--- config.mk ---
export PLATFORM = sky130hd
export DESIGN_NAME = timestamp_text_to_milliseconds
export DESIGN_NICKNAME = d
export VERILOG_FILES = /design/src/tsms_pkg.sv /design/src/tsms_close.sv /design/src/tsms_final.sv /design/src/timestamp_text_to_milliseconds.sv
export SDC_FILE = /design/constraint.sdc
export NUM_CORES = 1
export LEC_CHECK = 0
export BUFFER_PORTS_ARGS = -buffer_cell sky130_fd_sc_hd__buf_2
export CAP_MARGIN = 20
export CORE_ASPECT_RATIO = 2
export CORE_MARGIN = 2
export CORE_UTILIZATION = 59
export CTS_BUF_LIST = sky130_fd_sc_hd__clkbuf_8
export DETAILED_ROUTE_END_ITERATION = 8
export HOLD_SLACK_MARGIN = 0.03
export PLACE_DENSITY_LB_ADDON = 0.05
export SLEW_MARGIN = 5
export SYNTH_ARGS = -nofsm -noshare
export SYNTH_HDL_FRONTEND = slang
export SYNTH_SLANG_ARGS = --single-unit
--- constraint.sdc ---
create_clock -name clk -period 15.1 [get_ports clk]
set_clock_uncertainty 0.1 [all_clocks]
set_input_delay 1.51 -clock clk [delete_from_list [all_inputs] [get_ports clk]]
set_output_delay 1.51 -clock clk [all_outputs]
set_load 0.01 [all_outputs]
--- src/tsms_pkg.sv ---
// tsms_pkg: shared types and constants for the timestamp text parser
// no dependencies; used by tsms_close, tsms_final and the top level
package tsms_pkg;

    localparam int CHAR_W  = 8;
    localparam int MS_W    = 40;
    localparam int PART_W  = 3;
    localparam int FDIG_W  = 2;
    localparam int FVAL_W  = 10;
    localparam int DIGIT_W = 4;

    // part limits: three parts allowed, counter stops at four
    localparam int MAX_PARTS   = 3;
    localparam int PART_SAT    = 4;
    localparam int FRAC_DIGITS = 3;

    localparam int BASE_TEN   = 10;
    localparam int BASE_SIXTY = 60;
    localparam int MS_PER_SEC = 1000;

    // character codes
    localparam logic [CHAR_W-1:0] CHAR_ZERO  = 8'h30;
    localparam logic [CHAR_W-1:0] CHAR_NINE  = 8'h39;
    localparam logic [CHAR_W-1:0] CHAR_COLON = 8'h3A;
    localparam logic [CHAR_W-1:0] CHAR_COMMA = 8'h2C;
    localparam logic [CHAR_W-1:0] CHAR_DOT   = 8'h2E;

    typedef struct packed {
        logic              fraction_seen;
        logic              bad_character;
        logic              too_large;
        logic              empty_part_seen;
        logic [PART_W-1:0] part_count;
    } flags_t;

endpackage

--- src/tsms_close.sv ---
// tsms_close: closes one time part, folding the segment into the base-60 total
// depends on tsms_pkg
module tsms_close #(
    parameter int TIME_BITS = 40
) (
    input  logic [TIME_BITS-1:0] seconds,
    input  logic [TIME_BITS:0]   segment,
    input  logic                 segment_empty,
    input  tsms_pkg::flags_t     flags_in,
    output logic [TIME_BITS-1:0] seconds_out,
    output tsms_pkg::flags_t     flags_out
);

    localparam int WW = TIME_BITS + 7;

    logic [WW-1:0] total_wide;
    logic          over;

    // seconds * 60 + segment; segment at saturation already exceeds the limit
    assign total_wide = {7'd0, seconds} * WW'(tsms_pkg::BASE_SIXTY)
                      + {6'd0, segment};
    assign over = |total_wide[WW-1:TIME_BITS];

    always_comb
    begin
        seconds_out = seconds;
        flags_out   = flags_in;
        if (segment_empty)
        begin
            flags_out.empty_part_seen = 1'b1;
        end
        if (flags_in.part_count < tsms_pkg::PART_W'(tsms_pkg::MAX_PARTS))
        begin
            if (over)
            begin
                flags_out.too_large = 1'b1;
            end
            else
            begin
                seconds_out = total_wide[TIME_BITS-1:0];
            end
        end
        if (flags_in.part_count < tsms_pkg::PART_W'(tsms_pkg::PART_SAT))
        begin
            flags_out.part_count = flags_in.part_count + 1'b1;
        end
    end

endmodule

--- src/tsms_final.sv ---
// tsms_final: judges a finished text and scales it to milliseconds
// two pipeline stages plus the output register; depends on tsms_pkg, tsms_close
module tsms_final #(
    parameter int TIME_BITS = 40
) (
    input  logic                        clk,
    input  logic                        rst_n,
    input  logic                        fin_valid,
    output logic                        fin_ready,
    input  logic [TIME_BITS-1:0]        fin_seconds,
    input  logic [TIME_BITS:0]          fin_segment,
    input  logic                        fin_segment_empty,
    input  tsms_pkg::flags_t            fin_flags,
    input  logic [tsms_pkg::FDIG_W-1:0] fin_fdig,
    input  logic [tsms_pkg::FVAL_W-1:0] fin_fval,
    output logic                        out_valid,
    input  logic                        out_ready,
    output logic                        valid_res,
    output logic [tsms_pkg::MS_W-1:0]   milliseconds
);

    localparam int MW = TIME_BITS + 10;

    // judge stage
    logic                        s2_valid_reg;
    logic [TIME_BITS-1:0]        s2_seconds_reg;
    logic [TIME_BITS:0]          s2_segment_reg;
    logic                        s2_segment_empty_reg;
    tsms_pkg::flags_t            s2_flags_reg;
    logic [tsms_pkg::FDIG_W-1:0] s2_fdig_reg;
    logic [tsms_pkg::FVAL_W-1:0] s2_fval_reg;

    // scale stage
    logic                        s3_valid_reg;
    logic [TIME_BITS-1:0]        s3_seconds_reg;
    logic [tsms_pkg::FVAL_W-1:0] s3_frac_reg;
    logic                        s3_ok_reg;

    logic                        out_valid_reg;
    logic                        valid_res_reg;
    logic [tsms_pkg::MS_W-1:0]   ms_reg;

    logic                        out_free;
    logic                        s3_adv;
    logic                        s2_adv;

    logic [TIME_BITS-1:0]        cl_seconds;
    tsms_pkg::flags_t            cl_flags;

    logic [TIME_BITS-1:0]        s3_seconds_next;
    logic [tsms_pkg::FVAL_W-1:0] s3_frac_next;
    tsms_pkg::flags_t            judge_flags;
    logic                        s3_ok_next;

    logic [MW-1:0]               ms_wide;
    logic                        ok_final;

    assign out_free  = !out_valid_reg || out_ready;
    assign s3_adv    = !s3_valid_reg || out_free;
    assign s2_adv    = !s2_valid_reg || s3_adv;
    assign fin_ready = s2_adv;

    tsms_close #(
        .TIME_BITS(TIME_BITS)
    ) u_close (
        .seconds      (s2_seconds_reg),
        .segment      (s2_segment_reg),
        .segment_empty(s2_segment_empty_reg),
        .flags_in     (s2_flags_reg),
        .seconds_out  (cl_seconds),
        .flags_out    (cl_flags)
    );

    // with a fraction mark the last segment is milliseconds, else one more part
    always_comb
    begin
        if (s2_flags_reg.fraction_seen)
        begin
            s3_seconds_next = s2_seconds_reg;
            judge_flags     = s2_flags_reg;
            case (s2_fdig_reg)
                2'd0:    s3_frac_next = '0;
                2'd1:    s3_frac_next = s2_fval_reg * tsms_pkg::FVAL_W'(100);
                2'd2:    s3_frac_next = s2_fval_reg * tsms_pkg::FVAL_W'(tsms_pkg::BASE_TEN);
                default: s3_frac_next = s2_fval_reg;
            endcase
        end
        else
        begin
            s3_seconds_next = cl_seconds;
            judge_flags     = cl_flags;
            s3_frac_next    = '0;
        end
        s3_ok_next = !judge_flags.bad_character && !judge_flags.too_large
                  && !judge_flags.empty_part_seen
                  && (judge_flags.part_count != '0)
                  && (judge_flags.part_count <= tsms_pkg::PART_W'(tsms_pkg::MAX_PARTS));
    end

    assign ms_wide  = {10'd0, s3_seconds_reg} * MW'(tsms_pkg::MS_PER_SEC)
                    + MW'(s3_frac_reg);
    assign ok_final = s3_ok_reg && !(|ms_wide[MW-1:TIME_BITS]);

    always_ff @(posedge clk or negedge rst_n)
    begin
        if (!rst_n)
        begin
            s2_valid_reg  <= 1'b0;
            s3_valid_reg  <= 1'b0;
            out_valid_reg <= 1'b0;
        end
        else
        begin
            if (s2_adv)
            begin
                s2_valid_reg <= fin_valid;
            end
            if (s3_adv)
            begin
                s3_valid_reg <= s2_valid_reg;
            end
            if (out_free)
            begin
                out_valid_reg <= s3_valid_reg;
            end
        end
    end

    always_ff @(posedge clk)
    begin
        if (s2_adv)
        begin
            s2_seconds_reg       <= fin_seconds;
            s2_segment_reg       <= fin_segment;
            s2_segment_empty_reg <= fin_segment_empty;
            s2_flags_reg         <= fin_flags;
            s2_fdig_reg          <= fin_fdig;
            s2_fval_reg          <= fin_fval;
        end
        if (s3_adv)
        begin
            s3_seconds_reg <= s3_seconds_next;
            s3_frac_reg    <= s3_frac_next;
            s3_ok_reg      <= s3_ok_next;
        end
        if (out_free)
        begin
            valid_res_reg <= ok_final;
            ms_reg        <= ok_final ? ms_wide[tsms_pkg::MS_W-1:0] : '0;
        end
    end

    assign out_valid    = out_valid_reg;
    assign valid_res    = valid_res_reg;
    assign milliseconds = ms_reg;

endmodule

--- src/timestamp_text_to_milliseconds.sv ---
// timestamp_text_to_milliseconds: top level of the timestamp text parser
// input register and character accumulator; depends on tsms_pkg, tsms_close, tsms_final
//
// usage
//   input channel (in_valid / in_ready) carries one word per character:
//   character, char_present (0 means no character in this word) and last,
//   which marks the final word of one timestamp text such as 01:02:03,456
//   output channel (out_valid / out_ready) carries one word per text:
//   valid_res and milliseconds (zero when the text is rejected)
//   throughput: one input word per cycle, sustained across text boundaries while each
//   last word finds a free final stage; the result word passes the input register,
//   judge stage, scale stage and output register after its last input word is accepted
//   the per-character update is one constant multiply-add on the segment
//   and a base-60 fold; the final x1000 scaling has a stage of its own
//   reset clears the accumulator and empties all pipeline stages
//   a stalled receiver fills the output register and the two final stages;
//   characters keep flowing until a last word has no free stage behind it,
//   then in_ready drops until the receiver takes a word
module timestamp_text_to_milliseconds #(
    parameter int TIME_BITS = 40
) (
    input  logic                        clk,
    input  logic                        rst_n,
    input  logic                        in_valid,
    output logic                        in_ready,
    input  logic [tsms_pkg::CHAR_W-1:0] character,
    input  logic                        char_present,
    input  logic                        last,
    output logic                        out_valid,
    input  logic                        out_ready,
    output logic                        valid_res,
    output logic [tsms_pkg::MS_W-1:0]   milliseconds
);

    localparam int SW = TIME_BITS + 4;

    // input register
    logic                        in_valid_reg;
    logic [tsms_pkg::CHAR_W-1:0] char_reg;
    logic                        present_reg;
    logic                        last_reg;

    // accumulator state for the text in progress
    logic [TIME_BITS-1:0]        seconds_reg;
    logic [TIME_BITS:0]          segment_reg;   // top bit set means saturated
    logic                        segment_empty_reg;
    tsms_pkg::flags_t            flags_reg;
    logic [tsms_pkg::FDIG_W-1:0] fdig_reg;
    logic [tsms_pkg::FVAL_W-1:0] fval_reg;

    // state after the current character
    logic [TIME_BITS-1:0]        seconds_next;
    logic [TIME_BITS:0]          segment_next;
    logic                        segment_empty_next;
    tsms_pkg::flags_t            flags_next;
    logic [tsms_pkg::FDIG_W-1:0] fdig_next;
    logic [tsms_pkg::FVAL_W-1:0] fval_next;

    logic                        fin_ready;
    logic                        process;
    logic [tsms_pkg::DIGIT_W-1:0] digit;
    logic [SW-1:0]               segment_wide;
    logic [TIME_BITS:0]          segment_digit;

    logic [TIME_BITS-1:0]        cl_seconds;
    tsms_pkg::flags_t            cl_flags;

    // a word leaves the input register unless it ends a text with no room behind
    assign process  = in_valid_reg && (!last_reg || fin_ready);
    assign in_ready = !in_valid_reg || process;

    // digit append: segment * 10 + d, saturating just above the limit
    assign digit        = tsms_pkg::DIGIT_W'(char_reg - tsms_pkg::CHAR_ZERO);
    assign segment_wide = {4'd0, segment_reg[TIME_BITS-1:0]} * SW'(tsms_pkg::BASE_TEN)
                        + SW'(digit);
    assign segment_digit = (segment_reg[TIME_BITS] || (|segment_wide[SW-1:TIME_BITS]))
                         ? {1'b1, {TIME_BITS{1'b0}}}
                         : {1'b0, segment_wide[TIME_BITS-1:0]};

    // part closing on a separator
    tsms_close #(
        .TIME_BITS(TIME_BITS)
    ) u_close (
        .seconds      (seconds_reg),
        .segment      (segment_reg),
        .segment_empty(segment_empty_reg),
        .flags_in     (flags_reg),
        .seconds_out  (cl_seconds),
        .flags_out    (cl_flags)
    );

    always_comb
    begin
        seconds_next       = seconds_reg;
        segment_next       = segment_reg;
        segment_empty_next = segment_empty_reg;
        flags_next         = flags_reg;
        fdig_next          = fdig_reg;
        fval_next          = fval_reg;
        if (present_reg)
        begin
            case (char_reg) inside
                [tsms_pkg::CHAR_ZERO:tsms_pkg::CHAR_NINE]:
                begin
                    segment_next       = segment_digit;
                    segment_empty_next = 1'b0;
                    // only the first three digits count toward the fraction
                    if (fdig_reg < tsms_pkg::FDIG_W'(tsms_pkg::FRAC_DIGITS))
                    begin
                        fval_next = fval_reg * tsms_pkg::FVAL_W'(tsms_pkg::BASE_TEN)
                                  + tsms_pkg::FVAL_W'(digit);
                        fdig_next = fdig_reg + 1'b1;
                    end
                end
                tsms_pkg::CHAR_COLON:
                begin
                    seconds_next       = cl_seconds;
                    flags_next         = cl_flags;
                    segment_next       = '0;
                    segment_empty_next = 1'b1;
                    fdig_next          = '0;
                    fval_next          = '0;
                end
                tsms_pkg::CHAR_COMMA, tsms_pkg::CHAR_DOT:
                begin
                    seconds_next             = cl_seconds;
                    flags_next               = cl_flags;
                    flags_next.fraction_seen = 1'b1;
                    segment_next             = '0;
                    segment_empty_next       = 1'b1;
                    fdig_next                = '0;
                    fval_next                = '0;
                end
                default:
                begin
                    flags_next.bad_character = 1'b1;
                end
            endcase
        end
    end

    always_ff @(posedge clk or negedge rst_n)
    begin
        if (!rst_n)
        begin
            in_valid_reg      <= 1'b0;
            seconds_reg       <= '0;
            segment_reg       <= '0;
            segment_empty_reg <= 1'b1;
            flags_reg         <= '0;
            fdig_reg          <= '0;
            fval_reg          <= '0;
        end
        else
        begin
            if (in_ready)
            begin
                in_valid_reg <= in_valid;
            end
            if (process)
            begin
                if (last_reg)
                begin
                    // text handed to the final stages, start fresh
                    seconds_reg       <= '0;
                    segment_reg       <= '0;
                    segment_empty_reg <= 1'b1;
                    flags_reg         <= '0;
                    fdig_reg          <= '0;
                    fval_reg          <= '0;
                end
                else
                begin
                    seconds_reg       <= seconds_next;
                    segment_reg       <= segment_next;
                    segment_empty_reg <= segment_empty_next;
                    flags_reg         <= flags_next;
                    fdig_reg          <= fdig_next;
                    fval_reg          <= fval_next;
                end
            end
        end
    end

    always_ff @(posedge clk)
    begin
        if (in_ready)
        begin
            char_reg    <= character;
            present_reg <= char_present;
            last_reg    <= last;
        end
    end

    tsms_final #(
        .TIME_BITS(TIME_BITS)
    ) u_final (
        .clk              (clk),
        .rst_n            (rst_n),
        .fin_valid        (process && last_reg),
        .fin_ready        (fin_ready),
        .fin_seconds      (seconds_next),
        .fin_segment      (segment_next),
        .fin_segment_empty(segment_empty_next),
        .fin_flags        (flags_next),
        .fin_fdig         (fdig_next),
        .fin_fval         (fval_next),
        .out_valid        (out_valid),
        .out_ready        (out_ready),
        .valid_res        (valid_res),
        .milliseconds     (milliseconds)
    );

endmodule

==> out/qor.csv <==
metric,value,unit
dr_total_vias,29819,
cts_max_level,2,
grt_use_total,31.2,%
gp_congestion,0.987,
grt_pass1_vias,31692,
final_area,0.0399,mm²
critPathKind,reg2reg,
seq_area_frac_synth,23.0,%
path_clk_slew,70,ps
post-route-util,62.6,%
synth.avg_cell_area,9.26,µm²
drtAntennaViolNets,0,
overflow,0,
dp_cells,4852,
maxSlewViolCount,0,
synth-edff-count,203,
area_growth,5.15,%
wl,101,mm
layout-drive-gt1-share,6.00,%
post-route-period-util,65.6,%
final.setup.tns,0,ps
grt_max_degree,76,
nFillCells,5631,
max_freq,0.101,GHz
die-area,0.0665,mm²
avgViaCountPerCell,6.03,
initial_utilization,59.5,%
wire_per_inst,20.4,µm
critPathLaunchType,register,
stdcell_count,4946,
netlist_instances,4099,
synth_area_leaders,"fa_1 17%, edfxtp_1 16%, ha_1 13%",
syn_area,0.0380,mm²
antenna_found_initial,2,
drt_iter0_drc,1312,
required,15330,ps
hpwlAfterDp,83.2,mm
maxCapViolations,0,
status,finished clean,
ys_types,112,
clockRootBuffer,clkbuf_8,
postCtsSetupRepairBufs,0,
cts.hold.buffers_added,0,
place_area,0.0388,mm²
synth.largest_area_cell,fa_1,
num_rows,131,
netlist.area_leader.share,16.6,%
cts_tree,done,
clk_latency,690,ps
clock-sinks,308,
setup_violations,0,
cts_resized,0,
period_minus_slack,9910,ps
arrival,10140,ps
yosys_warnings,0,
worstMarginPinSlew,1140,ps
die_x,183,µm
cts-buffers-inserted,50,
route.detailed.drc,0,
cts_buffer_depth,3,
yosys_register_bits,308,
port_buffers,56,
critPathCaptureType,register,
ios,57,
hp-class,reg2reg,
drt_pass1_iterations,5,
crit_fanout,75,
nNetsFinal,4842,
async_reset_ff_share,34.1,%
die_y,363,µm
syn_nets,4835,
slew_headroom,24.1,%
synthFlopType,edfxtp_1,
rsz0062_at_grt,false,
grt_pass1_wl,163,mm
hold_viol,0,
core_area,0.0638,mm²
==> synthesized netlist by cell type (8+ instances only) <==
cell       number
a211oi_1       41
a21boi_0       14
a21o_1        139
a21oi_1       267
a221oi_1        8
a22o_1         23
a22oi_1        10
a31oi_1        30
and2_1         29
and3_1         34
and4_1         14
buf_2          25
buf_4           8
buf_6          14
clkbuf_1       63
dfrtp_1       104
edfxtp_1      203
fa_1          314
ha_1          408
inv_1         498
mux2_2         19
mux2i_1        36
nand2_1       348
nand2b_1       33
nand3_1        84
nand4_1        53
nor2_1        187
nor2_2         13
nor2b_1        49
nor3_1         48
nor4_1         12
o2111ai_1      14
o211a_1        10
o211ai_1       44
o21a_1         38
o21ai_0       236
o21ai_1        39
o21bai_1       36
o31ai_1        11
or2_2          12
or3_1          38
xnor2_1       191
xor2_1        114
==> layer usage <==
metal  wire length (µm)  up-vias  track usage [%]  part of all wire (%)
met5                  0        -                0                     0
met4               6750        0             18.5                   6.7
met3               2850      274             2.77                   2.8
met2              55200      617             60.4                    55
met1              35900    14533             32.0                    36
li1                   -    14395                -                     -
==> layout by cell type, fill, tap and decap left out, drive strengths merged, types with 76 or more instances in the layout <==
master,instances
inv,511
o21ai,280
dfrtp,104
a21oi,269
ha,408
xor2,116
fa,314
nand3,85
nor2,200
nand2,349
edfxtp,203
xnor2,191
buf,76
a21o,139
==> final timing paths <==
check | startpoint | endpoint | slack, ps | depth (start not counted)
worst max-delay path | seconds_reg[0] | u_final.s2_seconds_reg[15] | 5190 | 27
worst min-delay path | seconds_reg[21] | seconds_reg[21] | 400 | 1
worst max register to register | seconds_reg[0] | u_final.s2_seconds_reg[15] | 5190 | 27
worst min register to register | seconds_reg[21] | seconds_reg[21] | 400 | 1
max in group asynchronous | rst_n | segment_reg[37] | 12770 | 2
min in group asynchronous | rst_n | seconds_reg[0] | 750 | 1
==> through the flow <==
step,hold WS [ps],setup slack [ps]
3_5_place_dp,371,5440
6_report,396,5190
4_1_cts,387,5400
5_1_grt,396,4900
3_3_place_gp,362,5460
2_1_floorplan,326,8400
==> worst max-delay path: stages (launching register included) <==
cell	delay (ps)
dfrtp_1	480
fa_1	610
inv_1	60
fa_1	480
inv_1	60
fa_1	420
a211o_1	360
a21oi_1	250
o211ai_1	220
and2_1	270
a41o_1	330
o21ai_0	400
xnor2_1	120
ha_1	390
nand3_1	170
nor4_1	670
and2_1	240
o211a_1	340
o2111ai_1	260
a21oi_1	380
a21oi_1	160
xor2_1	170
a22o_1	210
nand4_1	640
nor2_4	240
buf_4	400
buf_4	610
o21ai_0	430
==> logic make-up after synthesis <==
kind of cell	Yosys count	synth area share (%)
AOI/OAI and AO/OA	1076	18.5
xor gates and xnor gates	307	7.12
adders and majority gates	722	30.0
buffers and inverters	620	6.64
DFF	308	23.0
muxes	58	1.60
and+or+nand+nor	1008	13.2
==> area by class of cell <==
type	count	area, µm²	area share [%]
antenna	1	2.50	0.00627
clock buffer	57	785	1.97
clock inverter	36	329	0.824
inverter	499	1880	4.70
multi-input combinational	3171	26800	67.1
sequential	308	8720	21.9
tap	798	998	2.50
timing repair buffer	76	433	1.08
Power is not shown: default switching activity piles up to over one toggle a cycle in this logic, so the estimate is an artifact.
